--- src/rtl/lcdt_pkg.sv ---
// Types and constants of the LCD mode timing and register unit.
package lcdt_pkg;

    localparam logic [1:0] OP_TICK  = 2'd0;
    localparam logic [1:0] OP_READ  = 2'd1;
    localparam logic [1:0] OP_WRITE = 2'd2;

    localparam logic [3:0] REG_LCDC = 4'd0;
    localparam logic [3:0] REG_STAT = 4'd1;
    localparam logic [3:0] REG_SCY  = 4'd2;
    localparam logic [3:0] REG_SCX  = 4'd3;
    localparam logic [3:0] REG_LY   = 4'd4;
    localparam logic [3:0] REG_LYC  = 4'd5;
    localparam logic [3:0] REG_DMA  = 4'd6;
    localparam logic [3:0] REG_WX   = 4'd11;

    localparam logic [1:0] CODE_HBLANK = 2'd0;
    localparam logic [1:0] CODE_VBLANK = 2'd1;
    localparam logic [1:0] CODE_OAM    = 2'd2;
    localparam logic [1:0] CODE_XFER   = 2'd3;

    localparam logic [8:0] LEN_HBLANK = 9'd204;
    localparam logic [8:0] LEN_VBLANK = 9'd456;
    localparam logic [8:0] LEN_OAM    = 9'd80;
    localparam logic [8:0] LEN_XFER   = 9'd172;

    localparam logic [7:0] STAT_FIXED = 8'h80;
    localparam logic [7:0] PAD_READ   = 8'hFF;

    typedef enum logic [3:0] {
        MS_HBLANK = 4'b0001,
        MS_VBLANK = 4'b0010,
        MS_OAM    = 4'b0100,
        MS_XFER   = 4'b1000
    } t_mode;

    typedef struct packed {
        logic [7:0] current_line;
        logic [1:0] current_mode;
        logic       stat_irq;
        logic       vblank_irq;
        logic [7:0] read_data;
    } t_result;

endpackage

--- src/rtl/lcd_mode_timing_registers_unit.sv ---
// Top level of the LCD mode timing and register unit.
//
// Input stream (s side): one beat is a tick of one machine cycle, a register
// read or a register write, selected by tuser. Each beat yields exactly one
// result beat on the m side, in order: the read byte (zero unless a read),
// the vblank and STAT interrupt requests raised by that beat, and the mode
// and line counter after it.
// The result is registered in the output register, or in the skid one on a stall.
// Throughput: one beat per cycle while o_s_tready is high; the sequencer state
// updates in the cycle a beat is accepted, so back-to-back ticks need no gaps.
// Output side is an output register backed by a one-beat skid register;
// o_s_tready is registered and drops only once both are full, so a stall on
// i_m_tready stops the input after at most one more beat. No beat is lost.
// Reset (i_rst_n low, synchronous): hblank, line 0, countdown 456, all
// registers zero, both output stages empty.
module lcd_mode_timing_registers_unit
    import lcdt_pkg::*;
#(
    parameter int TICK_CYCLES   = 4,
    parameter int VISIBLE_LINES = 144,
    parameter int TOTAL_LINES   = 154
) (
    input  logic        i_clk,
    input  logic        i_rst_n,
    input  logic        i_s_tvalid,
    output logic        o_s_tready,
    input  logic [15:0] i_s_tdata,   // reg_index[3:0], write_data[11:4], zero[15:12]
    input  logic [1:0]  i_s_tuser,   // operation[1:0]
    output logic        o_m_tvalid,
    input  logic        i_m_tready,
    output logic [23:0] o_m_tdata    // read_data[7:0], vblank_irq[8], stat_irq[9],
                                     // current_mode[11:10], current_line[19:12],
                                     // zero[23:20]
);

    t_result res;
    t_result r_out, r_skid;
    logic    r_out_valid, r_skid_valid;
    logic    in_fire, out_fire;

    assign o_s_tready = !r_skid_valid;
    assign in_fire    = i_s_tvalid & o_s_tready;
    assign out_fire   = r_out_valid & i_m_tready;

    lcdt_core #(
        .TICK_CYCLES   (TICK_CYCLES),
        .VISIBLE_LINES (VISIBLE_LINES),
        .TOTAL_LINES   (TOTAL_LINES)
    ) u_core (
        .i_clk        (i_clk),
        .i_rst_n      (i_rst_n),
        .i_fire       (in_fire),
        .i_operation  (i_s_tuser),
        .i_reg_index  (i_s_tdata[3:0]),
        .i_write_data (i_s_tdata[11:4]),
        .o_result     (res)
    );

    always_ff @(posedge i_clk) begin
        if (!i_rst_n) begin
            r_out_valid  <= 1'b0;
            r_skid_valid <= 1'b0;
        end else if (out_fire || !r_out_valid) begin
            if (r_skid_valid) begin
                r_out_valid  <= 1'b1;
                r_skid_valid <= 1'b0;
            end else begin
                r_out_valid <= in_fire;
            end
        end else if (in_fire) begin
            r_skid_valid <= 1'b1;
        end
    end

    always_ff @(posedge i_clk) begin
        if (out_fire || !r_out_valid) begin
            if (r_skid_valid) begin
                r_out <= r_skid;
            end else if (in_fire) begin
                r_out <= res;
            end
        end else if (in_fire) begin
            r_skid <= res;
        end
    end

    assign o_m_tvalid = r_out_valid;
    assign o_m_tdata  = {4'd0, r_out};

endmodule

--- src/rtl/lcdt_core.sv ---
// Mode/line sequencer and register bank; result of the accepted beat.
module lcdt_core
    import lcdt_pkg::*;
#(
    parameter int TICK_CYCLES   = 4,
    parameter int VISIBLE_LINES = 144,
    parameter int TOTAL_LINES   = 154
) (
    input  logic       i_clk,
    input  logic       i_rst_n,
    input  logic       i_fire,
    input  logic [1:0] i_operation,
    input  logic [3:0] i_reg_index,
    input  logic [7:0] i_write_data,
    output t_result    o_result
);

    localparam logic [8:0] TICK = 9'(TICK_CYCLES);
    localparam logic [7:0] VIS  = 8'(VISIBLE_LINES);
    localparam logic [7:0] TOT  = 8'(TOTAL_LINES);

    t_mode      r_mode, n_mode;
    logic [7:0] r_line, n_line;
    logic [8:0] r_cycles, n_cycles;
    logic [7:0] r_lcdc, n_lcdc;
    logic [3:0] r_en, n_en;
    logic       r_coin, n_coin;
    logic [7:0] r_lyc, n_lyc;
    logic [7:0] r_plain [8];

    logic [7:0] line_inc;
    logic       slot_ok;
    logic [2:0] slot;
    logic       chk;
    logic [7:0] rd;
    logic       vb, st;
    logic       plain_we;

    function automatic logic [1:0] mode_code(t_mode m);
        case (m)
            MS_HBLANK: mode_code = CODE_HBLANK;
            MS_VBLANK: mode_code = CODE_VBLANK;
            MS_OAM:    mode_code = CODE_OAM;
            MS_XFER:   mode_code = CODE_XFER;
            default:   mode_code = CODE_HBLANK;
        endcase
    endfunction

    function automatic logic [8:0] mode_len(t_mode m);
        case (m)
            MS_HBLANK: mode_len = LEN_HBLANK;
            MS_VBLANK: mode_len = LEN_VBLANK;
            MS_OAM:    mode_len = LEN_OAM;
            MS_XFER:   mode_len = LEN_XFER;
            default:   mode_len = LEN_HBLANK;
        endcase
    endfunction

    assign line_inc = r_line + 8'd1;

    // SCY, SCX, then DMA..WX map to slots 0..7
    always_comb begin
        slot_ok = 1'b0;
        slot    = 3'd0;
        if (i_reg_index == REG_SCY || i_reg_index == REG_SCX) begin
            slot_ok = 1'b1;
            slot    = 3'(i_reg_index - REG_SCY);
        end else if (i_reg_index >= REG_DMA && i_reg_index <= REG_WX) begin
            slot_ok = 1'b1;
            slot    = 3'(i_reg_index - 4'd4);
        end
    end

    always_comb begin
        n_mode   = r_mode;
        n_line   = r_line;
        n_cycles = r_cycles;
        n_lcdc   = r_lcdc;
        n_en     = r_en;
        n_coin   = r_coin;
        n_lyc    = r_lyc;
        chk      = 1'b0;
        rd       = 8'd0;
        vb       = 1'b0;
        st       = 1'b0;
        plain_we = 1'b0;
        case (i_operation)
            OP_TICK: begin
                if (r_cycles > TICK) begin
                    n_cycles = r_cycles - TICK;
                end else begin
                    case (r_mode)
                        MS_HBLANK: begin
                            n_line = line_inc;
                            n_mode = (line_inc < VIS) ? MS_OAM : MS_VBLANK;
                            chk    = 1'b1;
                        end
                        MS_VBLANK: begin
                            chk = 1'b1;
                            if (line_inc >= TOT) begin
                                n_line = 8'd0;
                                n_mode = MS_OAM;
                            end else begin
                                n_line = line_inc;
                            end
                        end
                        MS_OAM:  n_mode = MS_XFER;
                        MS_XFER: n_mode = MS_HBLANK;
                        default: n_mode = MS_HBLANK;
                    endcase
                    if (chk) begin
                        n_coin = (n_line == r_lyc);
                        st     = n_coin & r_en[3];
                    end
                    if (n_mode != r_mode) begin
                        case (n_mode)
                            MS_HBLANK: st = st | r_en[0];
                            MS_VBLANK: begin
                                vb = 1'b1;
                                st = st | r_en[1] | r_en[2];
                            end
                            MS_OAM:  st = st | r_en[2];
                            default: ;
                        endcase
                    end
                    n_cycles = mode_len(n_mode);
                end
            end
            OP_READ: begin
                if (slot_ok) begin
                    rd = r_plain[slot];
                end else begin
                    case (i_reg_index)
                        REG_LCDC: rd = r_lcdc;
                        REG_STAT: rd = STAT_FIXED | {1'b0, r_en, r_coin, mode_code(r_mode)};
                        REG_LY:   rd = r_line;
                        REG_LYC:  rd = r_lyc;
                        default:  rd = PAD_READ;
                    endcase
                end
            end
            OP_WRITE: begin
                if (slot_ok) begin
                    plain_we = 1'b1;
                end else begin
                    case (i_reg_index)
                        REG_LCDC: n_lcdc = i_write_data;
                        REG_STAT: begin
                            n_en   = i_write_data[6:3];
                            n_coin = i_write_data[2];
                        end
                        REG_LY: begin
                            n_line = i_write_data;
                            n_coin = (i_write_data == r_lyc);
                            st     = n_coin & r_en[3];
                        end
                        REG_LYC: begin
                            n_lyc  = i_write_data;
                            n_coin = (r_line == i_write_data);
                            st     = n_coin & r_en[3];
                        end
                        default: ;
                    endcase
                end
            end
            default: ;
        endcase
    end

    always_ff @(posedge i_clk) begin
        if (!i_rst_n) begin
            r_mode   <= MS_HBLANK;
            r_line   <= 8'd0;
            r_cycles <= LEN_VBLANK;
            r_lcdc   <= 8'd0;
            r_en     <= 4'd0;
            r_coin   <= 1'b0;
            r_lyc    <= 8'd0;
            for (int i = 0; i < 8; i++) begin
                r_plain[i] <= 8'd0;
            end
        end else if (i_fire) begin
            r_mode   <= n_mode;
            r_line   <= n_line;
            r_cycles <= n_cycles;
            r_lcdc   <= n_lcdc;
            r_en     <= n_en;
            r_coin   <= n_coin;
            r_lyc    <= n_lyc;
            if (plain_we) begin
                r_plain[slot] <= i_write_data;
            end
        end
    end

    assign o_result = '{
        current_line: n_line,
        current_mode: mode_code(n_mode),
        stat_irq:     st,
        vblank_irq:   vb,
        read_data:    rd
    };

endmodule

--- config.mk ---
export PLATFORM = sky130hd
export DESIGN_NAME = lcd_mode_timing_registers_unit
export DESIGN_NICKNAME = d
export VERILOG_FILES = /design/src/rtl/lcdt_pkg.sv /design/src/rtl/lcd_mode_timing_registers_unit.sv /design/src/rtl/lcdt_core.sv
export SDC_FILE = /design/constraint.sdc
export NUM_CORES = 1
export LEC_CHECK = 0
export BUFFER_PORTS_ARGS = -buffer_cell sky130_fd_sc_hd__buf_2
export CORE_UTILIZATION = 61
export CTS_CLUSTER_DIAMETER = 40
export DETAILED_ROUTE_END_ITERATION = 8
export PLACE_DENSITY = 0.8
export SYNTH_ARGS = -nofsm -noshare
export SYNTH_HDL_FRONTEND = slang
export SYNTH_SLANG_ARGS = --single-unit
--- constraint.sdc ---
create_clock -name i_clk -period 3.9 [get_ports i_clk]
set_input_delay 0.78 -clock i_clk [delete_from_list [all_inputs] [get_ports i_clk]]
set_output_delay 0.78 -clock i_clk [all_outputs]
set_load 0.005 [all_outputs]
==> impl_metrics.csv, run 1 <==
group,metric,value,unit
synthesis,seq_area_frac_synth,49.2,%
synthesis,yosys.area.top_type,"edfxtp_1",
global_route,grt_pass1_wl,33600,um
power_and_ir_drop,p_sw_share,24.0,%
drt,wl_per_cell,21.7,um
floorplanning,core,12700,um^2
clocking,post_cts_buffers,0,
power_and_ir_drop,p_leak,3.35,nW
placement,dp_slack,365,ps
sta,skew,8.27,ps
power_and_ir_drop,power_frac_seq,47.4,%
synthesis,synth_cells,792,
clocking,clockRootBuffer,"clkbuf_16",
sta,drv_slew,0,
clocking,ctsResizeCount,0,
sta,whs,482,ps
synthesis,ys_ff_latch,146,
critical_path,cp-start-kind,"flop",
critical_path,cp_max_fo,10,
clocking,cts_tree,"done",
placement,io_buffer_count,39,
synthesis,syn_area,8050,um^2
drt,wirelength,21700,um
clocking,ctsHoldBuffers,0,
synthesis,synth_area_leaders,"edfxtp_1, dfxtp_1, and2_1, mux2i_1, nand2_1",
synthesis,yosysWarnings,0,
finish,area_delta_synth_final,11.7,%
floorplanning,chipHeight,117,um
floorplanning,ios,48,
floorplanning,placementRows,41,
finish,n_antenna_cell,0,
synthesis,ys_types,66,
hold_path,worstHoldStart,"u_core.r_coin$_SDFFE_PN0P_",
power_and_ir_drop,clkPwrFrac,43.8,%
hold_path,hold_class,"flop to flop",
placement,place_inst,972,
critical_path,rr_worst_depth,10,
drt,vias_per_cell,6.48,
synthesis,synth_area_per_cell,10.2,um^2
floorplanning,start_util,63.3,%
synthesis,synthTopCellsByCount,"edfxtp_1, nand2_1, and2_1",
drt,drc,0,
global_route,grt_pass1_vias,6177,
power_and_ir_drop,p_per_area,412,nW/um^2
hold_path,hold_depth,2,
clocking,cts_buffers,17,
sta,finalCriticalPeriod,3680,ps
global_route,grt_max_degree,51,
finish,drive_gt1_share,16.5,%
global_route,overflow,0,
floorplanning,die_w,117,um
critical_path,required,4270,ps
sta,final.setup.tns,0,ps
sta,setup_viol,0,
drt,first_pass_iters,5,
synthesis,synth-edff-count,104,
global_route,grt_usage,33.6,%
sta,worst_slew_pin_slew,963,ps
critical_path,path_class,"flop to flop",
power_and_ir_drop,p_switching,889,uW
placement,place.gp.congestion,0.937,
status,status,"finished, final reports clean",
critical_path,rr_startpoint,"u_core.r_line[1]$_SDFFE_PN0P_",
synthesis,yosysMostFrequentCell,"edfxtp_1",
clocking,htreeDepth,4,
critical_path,worstSetupStartpoint,"u_core.r_line[1]$_SDFFE_PN0P_",
floorplanning,die-area,13700,um^2
sta,worst_slack,223,ps
placement,dp_hpwl,14500,um
sta,finalCritPeriodShare,94.3,%
clocking,clkLatencyLatePin,430,ps
sta,slew_headroom,35.5,%
sta,hold_viol_final,0,
sta,max_freq,272,MHz
clocking,clk_pin_slew,60,ps
clocking,cts.sinks,146,
flow_run,max-cap-violations,0,
drt,drtAntennaViolNets,0,
synthesis,synth-main-ff-cell,"edfxtp_1",
critical_path,crit_arrival,4040,ps
finish,fin_cells,1004,
synthesis,async_flop_share,0,%
drt,drtIter0Drc,857,
critical_path,cp-end-kind,"flop",
clocking,max-clock-path-buffers,2,
finish,nets,845,
synthesis,synth_top_area_share,38.8,%
sta,rsz0062_at_grt,"no",
power_and_ir_drop,power_frac_comb,8.8,%
drt,route.vias.total,6508,
power_and_ir_drop,ir_worst_vdd,223,uV
global_route,antenna_found_initial,0,
power_and_ir_drop,p_int,2.82,mW
per-stage QoR:
stage	power, mW	cell area, um^2	utilization [%]
after floorplan	1.99	8070	-
after global placement	2.09	8410	66.1
after detailed placement	2.10	8410	66.1
after CTS	3.71	9000	70.7
after global routing	3.82	9000	70.7
final	3.71	9000	70.7
logic make-up after synthesis:
group	after synthesis	share of synthesized area [%]
flip-flops	146	49.2
other	1	0.0466
adder cells (fa/ha/maj)	4	0.621
AO/OA/AOI/OAI	154	12.6
AND/OR/NAND/NOR	325	21.5
multiplexers	55	8.53
buffers and inverters	76	4.09
XOR/XNOR	31	3.37
layout by cell type (no fill, tap or decap), types with 9 or more instances in the layout:
cell type	count
a211oi_1	10
a21oi_1	35
and2_1	58
and3_1	19
buf_2	39
buf_4	29
clkbuf_16	17
dfxtp_1	42
edfxtp_1	104
inv_1	12
mux2_2	19
mux2i_1	27
mux4_2	9
nand2_1	69
nand2b_1	13
nand3_1	22
nor2_1	51
nor2b_1	35
nor3_1	22
o21ai_0	35
xnor2_1	27
sequential cells by signal (all words and copies together), names as in the netlist:
name,flops
u_core.r_lyc,8
u_core.r_mode,4
u_core.r_plain,64
u_core.r_cycles,7
o_m_tvalid,1
o_m_tdata,20
r_skid_valid,1
u_core.r_en,4
u_core.r_lcdc,8
r_skid,20
u_core.r_coin,1
u_core.r_line,8
metal layers:
metal  vias up  GRT usage [%]  routed length [um]
met3        80           7.16                2000
met4         0           15.7                 900
li1       2929              -                   -
met5         -              0                   0
met1      3157           44.9                8940
met2       342           52.6                9910
final cells by class:
class | count | area, um^2
clock inverters | 11 | 125
clock buffers | 21 | 460
repair buffers | 68 | 413
flip-flops and latches | 146 | 3960
multi-input cells | 573 | 3770
fillers | 919 | 3720
well taps | 172 | 215
inverters | 13 | 48.8
power by group through the flow:
stage	Clock, mW	Sequential, mW	Combinational (mW)
6_report	1.63	1.76	0.326
2_1_floorplan	0	1.77	0.212
3_5_place_dp	0	1.79	0.313
3_3_place_gp	0	1.79	0.303
4_1_cts	1.63	1.76	0.319
5_1_grt	1.70	1.76	0.351
critical path, stage by stage (launching register included):
cell and delay (ps):
dfxtp_1 570, inv_1 150, ha_1 370, nor4b_1 280, a211oi_1 90, o21ai_0 420
a211oi_2 260, o311ai_0 700, o221ai_1 390, o21ai_0 230, and2_1 160
worst paths after layout:
| kind | slack, ps | end |
|---|---|---|
| hold reg to reg | 480 | u_core.r_coin$_SDFFE_PN0P_ |
| hold / removal | 480 | u_core.r_coin$_SDFFE_PN0P_ |
| setup / recovery | 220 | u_core.r_line[6]$_SDFFE_PN0P_ |
| setup reg to reg | 220 | u_core.r_line[6]$_SDFFE_PN0P_ |
No activity file was read; power rests on OpenSTA's default activity.
==> run 2, diff against run 1 <==
- ABC_AREA: default -> 1
==> run 2 against run 1 <==
  * Routed wire length decreased by 5.7%
  * Global-route usage decreased by 0.51 points
  * Non-clock buffer count decreased by 19
  * Area after synthesis decreased by 4.3%
  * Sequential power about the same
  * Sequential share of layout area increased by 2.1 points
  * Power increased by 1.9%
  * Synthesized cell count increased by 15%
  * Critical path type is now primary input to flop
==> impl_metrics.csv, run 2 <==
group,metric,value,unit
drt,wl_per_cell,18.3,um
drt,drc,0,
power_and_ir_drop,p_switching,991,uW
power_and_ir_drop,p_int,2.79,mW
critical_path,cp_max_fo,15,
clocking,ctsResizeCount,0,
sta,finalCriticalPeriod,2760,ps
synthesis,synthTopCellsByCount,"nand2_1, nor2_1, edfxtp_1",
sta,drv_slew,0,
synthesis,synth_xor_area_share,1.02,%
global_route,grt_usage,33.1,%
clocking,cts_buffers,17,
critical_path,cp-start-kind,"primary input",
clocking,max-clock-path-buffers,2,
hold_path,hold_class,"flop to flop",
synthesis,yosysWarnings,0,
placement,place.gp.congestion,0.974,
finish,n_antenna_cell,0,
floorplanning,core,12200,um^2
power_and_ir_drop,ir_worst_vdd,300,uV
synthesis,ys_types,54,
critical_path,cp_slowest_cell,"a21oi_2",
sta,skew,9.64,ps
synthesis,synth_cells,913,
critical_path,worstSetupStartpoint,"i_s_tdata[1]",
drt,wirelength,20500,um
floorplanning,die-area,13100,um^2
hold_path,worstHoldStart,"r_skid[3]$_DFFE_PP_",
critical_path,r2r_slack,1170,ps
synthesis,post_synth_fa_ha_maj_area_fraction,0.649,%
critical_path,required,4200,ps
clocking,post_cts_buffers,0,
synthesis,synth_top_area_share,40.5,%
synthesis,synth-edff-count,104,
finish,final_common_cell,"nand2_1",
synthesis,synth-main-ff-cell,"edfxtp_1",
power_and_ir_drop,p_per_area,441,nW/um^2
clocking,clockRootBuffer,"clkbuf_16",
clocking,ctsHoldBuffers,0,
power_and_ir_drop,power_frac_seq,46.6,%
clocking,clk_pin_slew,60,ps
synthesis,synth_top_family_by_area,"simple AND/OR/NAND/NOR gates",
critical_path,cpPeakStageDelay,570,ps
floorplanning,ios,48,
critical_path,cp_cell_sequence,"buf_2, inv_1, nor3_2, buf_4, inv_2, a21oi_2, nor3_1, nor3_1, a31oi_1, nor3_2, nand2_1, nand2_1",
sta,rsz0062_at_grt,"no",
sta,slew_headroom,46.3,%
clocking,cts.sinks,146,
finish,largest_register_ffs,64,
floorplanning,chipHeight,114,um
drt,first_pass_iters,6,
critical_path,cp-end-kind,"flop",
clocking,clkLatencyLatePin,430,ps
sta,hold_viol_final,0,
drt,vias_per_cell,5.99,
floorplanning,start_util,63.4,%
drt,route.vias.total,6732,
clocking,htreeDepth,4,
critical_path,rr_startpoint,"u_core.r_line[0]$_SDFFE_PN0P_",
power_and_ir_drop,power_frac_comb,10.8,%
power_and_ir_drop,clkPwrFrac,42.6,%
finish,area_delta_synth_final,11.3,%
critical_path,crit_arrival,3060,ps
synthesis,seq_area_frac_synth,51.4,%
synthesis,async_flop_share,0,%
finish,drive_gt1_share,14.9,%
global_route,overflow,0,
global_route,grt_pass1_vias,6145,
global_route,grt_max_degree,30,
synthesis,yosys.area.top_type,"edfxtp_1",
flow_run,max-cap-violations,0,
power_and_ir_drop,p_leak,3.60,nW
sta,max_freq,363,MHz
synthesis,yosysMostFrequentCell,"nand2_1",
critical_path,path_class,"primary input to flop",
sta,worst_slew_pin_slew,805,ps
synthesis,muxShareOfSynthArea,0,%
finish,largest-register,"u_core.r_plain",
drt,drtIter0Drc,892,
global_route,grt_pass1_wl,32100,um
synthesis,ys_ff_latch,146,
synthesis,syn_area,7710,um^2
floorplanning,die_w,114,um
synthesis,synth_area_leaders,"edfxtp_1, dfxtp_1, nand2_1, nor2_1, inv_1",
finish,most-common-layout-cells,"nand2_1, nor2_1, edfxtp_1, inv_1, nand3_1",
floorplanning,placementRows,40,
status,status,"finished, final reports clean",
placement,dp_hpwl,13800,um
global_route,antenna_found_initial,0,
synthesis,synthSimpleGateAreaFrac,27.7,%
power_and_ir_drop,total_power,3.78,mW
synthesis,synth_compound_area_share,11.8,%
sta,finalCritPeriodShare,70.7,%
finish,nets,969,
placement,io_buffer_count,39,
sta,setup_viol,0,
drt,drtAntennaViolNets,0,
power_and_ir_drop,p_sw_share,26.2,%
sta,final.setup.tns,0,ps
clocking,cts_tree,"done",
synthesis,synth_area_per_cell,8.44,um^2
## run 2: changes by cell type in the layout (fill, tap and decap cells not counted), moves of 19 or more
cell     before  now
nand2_1      69  217
inv_1        12   82
nor2_1       51  114
and2_1       58    0
nor2b_1      35    0
mux2i_1      27    0
nand3_1      22   47
xnor2_1      27    4
buf_4        29   10
mux2_2       19    0
## run 2: layout make-up
| type | count | area [um^2] |
|---|---|---|
| sequential | 146 | 3960 |
| inverter | 97 | 364 |
| fill | 993 | 3580 |
| tap | 168 | 210 |
| multi-input combinational | 632 | 3190 |
| clock buffer | 18 | 429 |
| timing repair buffer | 49 | 270 |
| clock inverter | 14 | 153 |
## run 2: worst paths after layout
kind	endpoint	cells after the start
worst min register to register	o_m_tdata[3]$_DFFE_PP_	2
worst max register to register	o_m_tdata[9]$_DFFE_PP_	16
worst max-delay path	o_m_tdata[1]$_DFFE_PP_	12
worst min-delay path	o_m_tdata[3]$_DFFE_PP_	2
## run 2: cell families (layout without fill, tap and decap cells)
family	Yosys count	count (layout)
xor+xnor	9	9
flops	146	146
fa+ha+maj	4	4
simple gates	467	467
buf+inv	138	178
compound gates	148	148
other cells	1	4
## run 2: power by group through the flow
stage / sequential (mW) / combinational (mW) / clock (mW)
2_1_floorplan: 1.78 / 0.281 / 0
3_3_place_gp: 1.79 / 0.388 / 0
3_5_place_dp: 1.79 / 0.394 / 0
4_1_cts: 1.76 / 0.400 / 1.61
5_1_grt: 1.77 / 0.447 / 1.68
6_report: 1.76 / 0.410 / 1.61
## run 2: layer usage
| layer | wire length, um | track usage [%] | vias to the layer above |
|---|---|---|---|
| met5 | 0 | 0 | - |
| met2 | 9320 | 51.1 | 428 |
| met1 | 8230 | 45.9 | 3095 |
| li1 | - | - | 3155 |
| met4 | 598 | 13.9 | 0 |
| met3 | 2370 | 6.46 | 54 |
## run 2: through the flow
stage          cells  setup slack, ps  hold slack, ps  utilization [%]  cell area, um^2
3_5_place_dp    1092              834             502             65.8             8000
3_3_place_gp    1092              891             499             65.8             8000
5_1_grt         1124              970             541             70.6             8580
2_1_floorplan    916             1010             481                -             7720
6_report        1124             1140             518             70.6             8580
4_1_cts         1124             1210             521             70.6             8580
## run 2: critical path, delay by kind of cell
kind | cells | cell delay [ps]
compound gates | 2 | 720
buf+inv | 4 | 460
simple gates | 6 | 1080
==> run 3, diff against run 2 <==
- clock period: 3.9 -> 2.65 ns (I/O delays scaled with it)
==> run 3 against run 2 <==
  * Die area is the same
  * Critical path depth increased by 4
  * Sequential power is 47% higher
  * First-iteration DRC count down 13%
  * Critical path type is now flop to flop
  * Sequential cell count is the same
  * Final area is 3.2% higher
  * Highest routed layer unchanged
  * Clock power rose by 36%
==> impl_metrics.csv, run 3 (synthesized netlist as in run 2, its figures left out) <==
group,metric,value,unit
status,status,"finished, final reports clean",
sta,finalCriticalPeriod,2500,ps
drt,drc,0,
critical_path,cp-start-kind,"flop",
floorplanning,die_w,114,um
drt,route.vias.total,6723,
critical_path,cp_cell_sequence,"ha_1, nand2_1, nor2_2, inv_1, nand2_1, inv_1, nand3_1, nand2_4, nand3_1, nand2_1, nand2_1, nand3_1, a22oi_1, nand3_1, nand2_1, inv_1",
critical_path,crit_family,"simple AND/OR/NAND/NOR gates",
critical_path,cp_slowest_cell,"dfxtp_1",
sta,setup_viol,0,
clocking,cts.sinks,146,
global_route,grt_max_degree,30,
hold_path,worstHoldStart,"i_m_tready",
hold_path,hold_class,"primary input to flop",
clocking,htreeDepth,4,
drt,drtAntennaViolNets,0,
floorplanning,core,12200,um^2
clocking,max-clock-path-buffers,2,
critical_path,r2r_slack,150,ps
power_and_ir_drop,p_sw_share,25.7,%
sta,worst_slew_pin_slew,734,ps
floorplanning,chipHeight,114,um
hold_path,hold_depth,4,
critical_path,required,2830,ps
sta,hold_viol_final,0,
sta,max_freq,400,MHz
global_route,grt.met3_usage,7.25,%
critical_path,path_buf_inv,3,
power_and_ir_drop,p_leak,3.78,nW
placement,dp_hpwl,14600,um
floorplanning,placementRows,40,
sta,finalCritPeriodShare,94.3,%
flow_run,max-cap-violations,0,
clocking,post_cts_buffers,0,
finish,drive_gt1_share,17.6,%
sta,slew_headroom,49.8,%
finish,n_antenna_cell,0,
sta,drv_slew,0,
clocking,clockRootBuffer,"clkbuf_16",
power_and_ir_drop,p_per_area,613,nW/um^2
global_route,antenna_found_initial,0,
sta,final.setup.tns,0,ps
floorplanning,die-area,13100,um^2
finish,final_common_cell,"nand2_1",
critical_path,worst_path_most_repeated_cell,"nand2_1",
global_route,grt_pass1_vias,6271,
finish,largest_register_ffs,64,
sta,rsz0062_at_grt,"no",
drt,drtIter0Drc,776,
hold_path,min_to,"r_skid_valid$_SDFFE_PP0P_",
floorplanning,ios,48,
finish,stdcell_area,8860,um^2
critical_path,path_class,"flop to flop",
sta,skew,6.04,ps
global_route,grt_pass1_wl,32500,um
finish,largest-register,"u_core.r_plain",
placement,place.gp.congestion,0.958,
clocking,cts_tree,"done",
power_and_ir_drop,power_frac_seq,47.7,%
placement,place_inst,1132,
drt,first_pass_iters,6,
drt,wirelength,20400,um
power_and_ir_drop,ir_worst_vdd,420,uV
critical_path,crit_arrival,2680,ps
drt,vias_per_cell,5.78,
placement,place_area,8330,um^2
global_route,overflow,0,
finish,nets,1009,
critical_path,cpPeakStageDelay,390,ps
critical_path,rr_startpoint,"u_core.r_line[1]$_SDFFE_PN0P_",
critical_path,cp-end-kind,"flop",
global_route,busiest_layer,"met2",
finish,most-common-layout-cells,"nand2_1, nor2_1, edfxtp_1, inv_1, buf_4",
power_and_ir_drop,power_frac_comb,11.9,%
power_and_ir_drop,p_switching,1.39,mW
critical_path,rr_endpoint,"o_m_tdata[9]$_DFFE_PP_",
critical_path,crit_cells,16,
global_route,grt_usage,33.4,%
power_and_ir_drop,clkPwrFrac,40.4,%
power_and_ir_drop,p_int,4.03,mW
global_route,gr-usage-met1,45.9,%
finish,area_delta_synth_final,14.9,%
clocking,ctsResizeCount,0,
global_route,use_met2,50.6,%
placement,io_buffer_count,39,
floorplanning,start_util,63.4,%
finish,fillers,938,
clocking,cts_buffers,17,
critical_path,rr_worst_depth,16,
sta,whs,398,ps
drt,wl_per_cell,17.6,um
clocking,ctsHoldBuffers,0,
clocking,clkLatencyLatePin,420,ps
critical_path,cp_max_fo,4,
finish,fin_cells,1164,
clocking,clk_pin_slew,60,ps
-- run 3: changes by cell type in the layout (fill, tap and decap cells not counted), sizes merged --
cell      delta
clkinvlp     -1
inv          -2
buf         +40
clkbuf       +4
bufinv       -1
-- run 3: metrics by stage --
step,power [mW],setup slack [ps],utilization [%]
finish,5.43,151,72.8
global route,5.59,45.8,72.8
CTS,5.41,247,72.8
detailed placement,3.26,104,68.5
global placement,3.25,137,68.5
floorplan,3.04,6.11,-
-- run 3: layout make-up --
cell class,count,area [um^2],area share [%]
multi-input combinational,632,3190,36.0
inverter,97,364,4.11
timing repair buffer,89,596,6.73
tap,168,210,2.37
sequential,146,3960,44.8
clock buffer,22,444,5.02
clock inverter,10,86.3,0.975
-- run 3: worst max-delay path by stage --
stage                                             start  slack [ps]                     end
final                     u_core.r_line[1]$_SDFFE_PN0P_         150  o_m_tdata[9]$_DFFE_PP_
after global routing      u_core.r_line[1]$_SDFFE_PN0P_          50  o_m_tdata[9]$_DFFE_PP_
after CTS                 u_core.r_line[1]$_SDFFE_PN0P_         250  o_m_tdata[9]$_DFFE_PP_
after floorplan                              i_s_tvalid           6     r_skid[0]$_DFFE_PP_
after global placement                     i_s_tdata[3]         140  o_m_tdata[1]$_DFFE_PP_
after detailed placement                   i_s_tdata[3]         100  o_m_tdata[1]$_DFFE_PP_
-- run 3: power by group through the flow --
stage	logic [mW]	registers (mW)	clock network (mW)
after global routing	0.707	2.60	2.29
after detailed placement	0.629	2.63	0
after CTS	0.633	2.59	2.19
after global placement	0.616	2.63	0
final	0.647	2.59	2.19
after floorplan	0.414	2.62	0
-- run 3: layer usage --
layer  up-vias  part of all wire (%)  routed length [um]
met3        64                    10                2070
met1      3067                    42                8500
met2       364                    44                9080
met4         0                   3.9                 791
li1       3228                     -                   -
met5         -                     0                   0
-- run 3: tightest hold or removal path: cells and delay by family --
family,cells,cell delay (ps)
buf+inv,2,150
simple gates,2,90
